`src/rtl/tblp_pkg.sv`:
```
// Shared constants and types for the three-axis biquad low-pass unit.
// Used by the lane, the merge stage and the top level; depends on nothing else.
package tblp_pkg;

   // Number format and field widths.
   localparam int COEF_FRAC_BITS = 29;
   localparam int OUT_FRAC_BITS  = 8;
   localparam int AXES           = 3;
   localparam int SAMPLE_W       = 16;
   localparam int COEF_W         = 32;
   localparam int OUT_W          = 32;

   // Datapath widths derived from the field widths.
   localparam int PROD_W  = COEF_W + SAMPLE_W;
   localparam int FF_W    = PROD_W + 2;
   localparam int FB_W    = COEF_W + OUT_W;
   localparam int ACC_W   = ((FF_W + OUT_FRAC_BITS) > FB_W) ?
                            (FF_W + OUT_FRAC_BITS + 2) : (FB_W + 2);
   localparam int QUO_W   = ACC_W - COEF_FRAC_BITS;
   localparam int REQ_W   = AXES * SAMPLE_W;
   localparam int RSP_W   = AXES * OUT_W;

   // Register file indexes.
   localparam int CSR_IDX_W = 3;
   localparam logic [CSR_IDX_W-1:0] CSR_COEF_B0  = 3'd0;
   localparam logic [CSR_IDX_W-1:0] CSR_COEF_B1  = 3'd1;
   localparam logic [CSR_IDX_W-1:0] CSR_COEF_B2  = 3'd2;
   localparam logic [CSR_IDX_W-1:0] CSR_COEF_A1  = 3'd3;
   localparam logic [CSR_IDX_W-1:0] CSR_COEF_A2  = 3'd4;
   localparam logic [CSR_IDX_W-1:0] CSR_OFFSET_X = 3'd5;
   localparam logic [CSR_IDX_W-1:0] CSR_OFFSET_Y = 3'd6;
   localparam logic [CSR_IDX_W-1:0] CSR_OFFSET_Z = 3'd7;

   // Register reset values.
   localparam logic signed [COEF_W-1:0] RST_COEF_B0 = 32'sd70387234;
   localparam logic signed [COEF_W-1:0] RST_COEF_B1 = 32'sd140774468;
   localparam logic signed [COEF_W-1:0] RST_COEF_B2 = 32'sd70387234;
   localparam logic signed [COEF_W-1:0] RST_COEF_A1 = -32'sd401466258;
   localparam logic signed [COEF_W-1:0] RST_COEF_A2 = 32'sd146144282;

   // Filter coefficient set shared by all lanes.
   typedef struct packed {
      logic signed [COEF_W-1:0] b0;
      logic signed [COEF_W-1:0] b1;
      logic signed [COEF_W-1:0] b2;
      logic signed [COEF_W-1:0] a1;
      logic signed [COEF_W-1:0] a2;
   } coef_type;

   // Per-stage load strobes driven by the pipeline control.
   typedef struct packed {
      logic ld_a;
      logic ld_b;
      logic ld_c;
      logic ld_d;
   } stage_ctl_type;

endpackage

```
`src/rtl/tblp_merge.sv`:
```
// Output register that joins the three lane results into one response.
// Depends on tblp_pkg for widths.
module tblp_merge (
   input  logic                                 clock,
   input  logic                                 reset,
   input  logic                                 lane_valid,
   input  logic signed [tblp_pkg::OUT_W-1:0]    lane_y [tblp_pkg::AXES],
   output logic                                 take,
   output logic                                 rsp_tvalid,
   input  logic                                 rsp_tready,
   // Fields from bit 0 up: filtered_x, filtered_y, filtered_z.
   output logic [tblp_pkg::RSP_W-1:0]           rsp_tdata
);
   import tblp_pkg::*;

   logic             valid_ff, valid_in;
   logic [RSP_W-1:0] data_ff, data_in;

   // The register is free when empty or when its response leaves this cycle.
   assign take = !valid_ff || rsp_tready;

   always_comb begin
      for (int k = 0; k < AXES; k++) begin
         data_in[k*OUT_W +: OUT_W] = lane_y[k];
      end
      valid_in = take ? lane_valid : valid_ff;
   end

   always_ff @(posedge clock) begin
      if (reset) begin
         valid_ff <= 1'b0;
      end else begin
         valid_ff <= valid_in;
      end
   end

   always_ff @(posedge clock) begin
      if (take && lane_valid) begin
         data_ff <= data_in;
      end
   end

   assign rsp_tvalid = valid_ff;
   assign rsp_tdata  = data_ff;

endmodule

```
`config.mk`:
```
export PLATFORM = sky130hd
export DESIGN_NAME = tblp_merge
export DESIGN_NICKNAME = d
export VERILOG_FILES = /design/src/rtl/tblp_pkg.sv /design/src/rtl/tblp_merge.sv
export SDC_FILE = /design/constraint.sdc
export NUM_CORES = 1
export LEC_CHECK = 0
export CAP_MARGIN = 5
export CORE_MARGIN = 5
export CORE_UTILIZATION = 50
export DETAILED_ROUTE_END_ITERATION = 8
export DONT_BUFFER_PORTS = 1
export PLACE_DENSITY_LB_ADDON = 0.1
export RECOVER_POWER = 50
export SLEW_MARGIN = 5
export SYNTH_ARGS = -nofsm -noshare
export SYNTH_HDL_FRONTEND = slang
export SYNTH_SLANG_ARGS = --single-unit
```
`constraint.sdc`:
```
create_clock -name clock -period 1.7 [get_ports clock]
set_input_delay 0.51 -clock clock [delete_from_list [all_inputs] [get_ports clock]]
set_output_delay 0.51 -clock clock [all_outputs]
set_load 0.02 [all_outputs]
```
==> insert_results.sql <==
INSERT INTO impl_metrics (metric_group, metric, value, unit) VALUES
('critical_path', 'critPathArrivalTime', '970', 'ps'),
('global_routing', 'grt_antenna_before_repair', '1', ''),
('clock_network', 'cts_buffer_depth', '2', ''),
('global_routing', 'grt_max_degree', '49', ''),
('synth', 'ys_seq_area_frac', '0.988', ''),
('critical_path', 'timing.critical_path.to_type', 'output port', ''),
('floorplanning', 'coreArea', '5820', 'sq um'),
('synth', 'synth_top_cell_by_area', 'sky130_fd_sc_hd__edfxtp_1', ''),
('synth', 'synth.area.top_cells', 'sky130_fd_sc_hd__edfxtp_1 98%, sky130_fd_sc_hd__dfxtp_1 0.68%, sky130_fd_sc_hd__nand2b_4 0.47%', ''),
('clock_network', 'postCtsHoldBufs', '0', ''),
('layout', 'number_of_fillers_in_the_final_layout', '450', ''),
('clock_network', 'cts_htree_levels', '3', ''),
('synth', 'mappedNetlistArea', '2940', 'sq um'),
('critical_path', 'worst-path-buf-inv', '0', ''),
('global_routing', 'grt_first_pass_wirelength', '7.22', 'mm'),
('sta', 'final-max-slew-violation-count', '0', ''),
('worst_hold_path', 'min-delay-path-class', 'in2reg', ''),
('sta', 'fin_crit', '1480', 'ps'),
('placement', 'place.port_buffers', '0', ''),
('worst_hold_path', 'number_of_cells_on_the_worst_hold_path', '1', ''),
('layout', 'register_area', '2900', 'sq um'),
('route', 'post-route-drc-count', '0', ''),
('floorplanning', 'std_cell_rows', '28', ''),
('clock_network', 'cts.clk_slew.worst_paths', '80', 'ps'),
('clock_network', 'cts_tree', 'yes', ''),
('floorplanning', 'die_x', '86.7', 'um'),
('power_and_ir_drop', 'leakage', '1.07', 'nW'),
('floorplanning', 'die_area', '7510', 'sq um'),
('layout', 'area.growth.synth_to_final', '11.1', '%'),
('layout', 'final_net_count', '214', ''),
('critical_path', 'worstRegToRegCells', '3', ''),
('power_and_ir_drop', 'combinationalPowerShare', '0.014', ''),
('critical_path', 'worst_path_maximum_fanout', '3', ''),
('floorplanning', 'initial_utilization', '0.505', ''),
('clock_network', 'numCtsBuffers', '9', ''),
('route', 'vias_per_cell', '5.30', ''),
('outcome', 'outcome', 'complete, no violations', ''),
('sta', 'finalHoldViolCount', '0', ''),
('route', 'dr_total_vias', '1028', ''),
('synth', 'ys.warnings.count', '0', ''),
('layout', 'multi_input_comb_area', '31.3', 'sq um'),
('floorplanning', 'fp.dieH', '86.7', 'um'),
('critical_path', 'r2r_start', 'rsp_tvalid', ''),
('sta', 'fin_crit_sh', '0.873', ''),
('synth', 'mean_instance_size_in_the_synthesized_netlist', '29.1', 'sq um'),
('worst_hold_path', 'worst_hold_path.endpoint', 'rsp_tvalid', ''),
('sta', 'finalSetupViolations', '0', ''),
('critical_path', 'critical-path-max-stage-delay', '500', 'ps'),
('critical_path', 'r2r_setup_slack', '250', 'ps'),
('layout', 'num_antenna_cells', '0', ''),
('clock_network', 'cts_setup_buffers', '0', ''),
('route', 'detail_route.first_pass.iterations', '3', ''),
('global_routing', 'globalRouteOverflowTotal', '0', ''),
('placement', 'hpwl', '4.19', 'mm'),
('power_and_ir_drop', 'power.switching_fraction', '0.213', ''),
('critical_path', 'critPathRequiredTime', '1190', 'ps'),
('placement', 'place_congestion', '0.642', ''),
('sta', 'clock_skew', '7.44', 'ps'),
('sta', 'grt_setup_unrepaired', 'no', ''),
('power_and_ir_drop', 'internal_power', '0.00363', 'W'),
('synth', 'synthesis.instances', '101', ''),
('sta', 'fmaxAchievable', '673', 'MHz'),
('sta', 'timing.hold.ws', '220', 'ps'),
('layout', 'drive_above_1_share', '0.151', ''),
('layout', 'postLayoutCoreUtil', '0.561', ''),
('synth', 'netlist-cell-type-count', '6', ''),
('critical_path', 'critical_path.slowest_cell', 'sky130_fd_sc_hd__dfxtp_1', ''),
('critical_path', 'critical_path.cell_chain', 'nand2b_4', ''),
('clock_network', 'cts.repair.resized', '0', ''),
('worst_hold_path', 'hold_path.startpoint', 'reset', ''),
('synth', 'synth-seq-cells', '97', '');
-- per-layer routing --
| layer | vias up | track usage | part of all wire |
|---|---|---|---|
| met5 | - | 0 | 0.0037 |
| met4 | 2 | 0.0850 | 0.020 |
| met3 | 11 | 0.101 | 0.15 |
| met2 | 106 | 0.220 | 0.52 |
| met1 | 478 | 0.130 | 0.31 |
| li1 | 431 | - | - |
-- Yosys cell counts (all sizes together) --
library cell  instances
a21oi                 1
and2                  1
dfxtp                 1
edfxtp               96
inv                   1
nand2b                1
-- flip-flops by register name, indices dropped and copies added, names as in the netlist --
| signal | cells |
|---|---|
| rsp_tdata | 96 |
| rsp_tvalid | 1 |
-- how the worst max path moves through the flow --
stage               cells after the start             to  slack (ps)        from
global placement                        3  rsp_tdata[75]         270  rsp_tready
detailed placement                      3  rsp_tdata[75]         250  rsp_tready
global route                            1           take         160  rsp_tvalid
finish                                  1           take         220  rsp_tvalid
CTS                                     1           take         190  rsp_tvalid
floorplan                               2   rsp_tdata[0]        -120  rsp_tready
-- layout make-up --
| class | count | area share |
|---|---|---|
| well taps | 75 | 0.0288 |
| clock inverters | 7 | 0.0261 |
| multi-input cells | 3 | 0.00959 |
| clock buffers | 9 | 0.0380 |
| flip-flops and latches | 97 | 0.890 |
| inverters | 1 | 0.00115 |
| repair buffers | 2 | 0.00690 |
-- stage by stage --
stage	setup WS, ps	instance area (sq um)
after floorplan	-120	2940
after global placement	273	3070
after detailed placement	252	3070
after CTS	190	3280
after global routing	156	3260
final	215	3260
-- kinds of logic after synthesis --
kind of cell	synth area share
AO/OA/AOI/OAI	0.00298
buffers and inverters	0.00128
flip-flops	0.988
AND/OR/NAND/NOR	0.00767
-- power groups by stage --
stage	clock network [W]	registers, W	logic [W]
final	0.00152	0.00303	0.0000665
after CTS	0.00156	0.00304	0.0000767
after global routing	0.00168	0.00305	0.0000738
after floorplan	0	0.00306	0.0000487
after detailed placement	0	0.00309	0.0000766
after global placement	0	0.00309	0.0000730
Note: power is estimated with default switching activity, not from simulation.
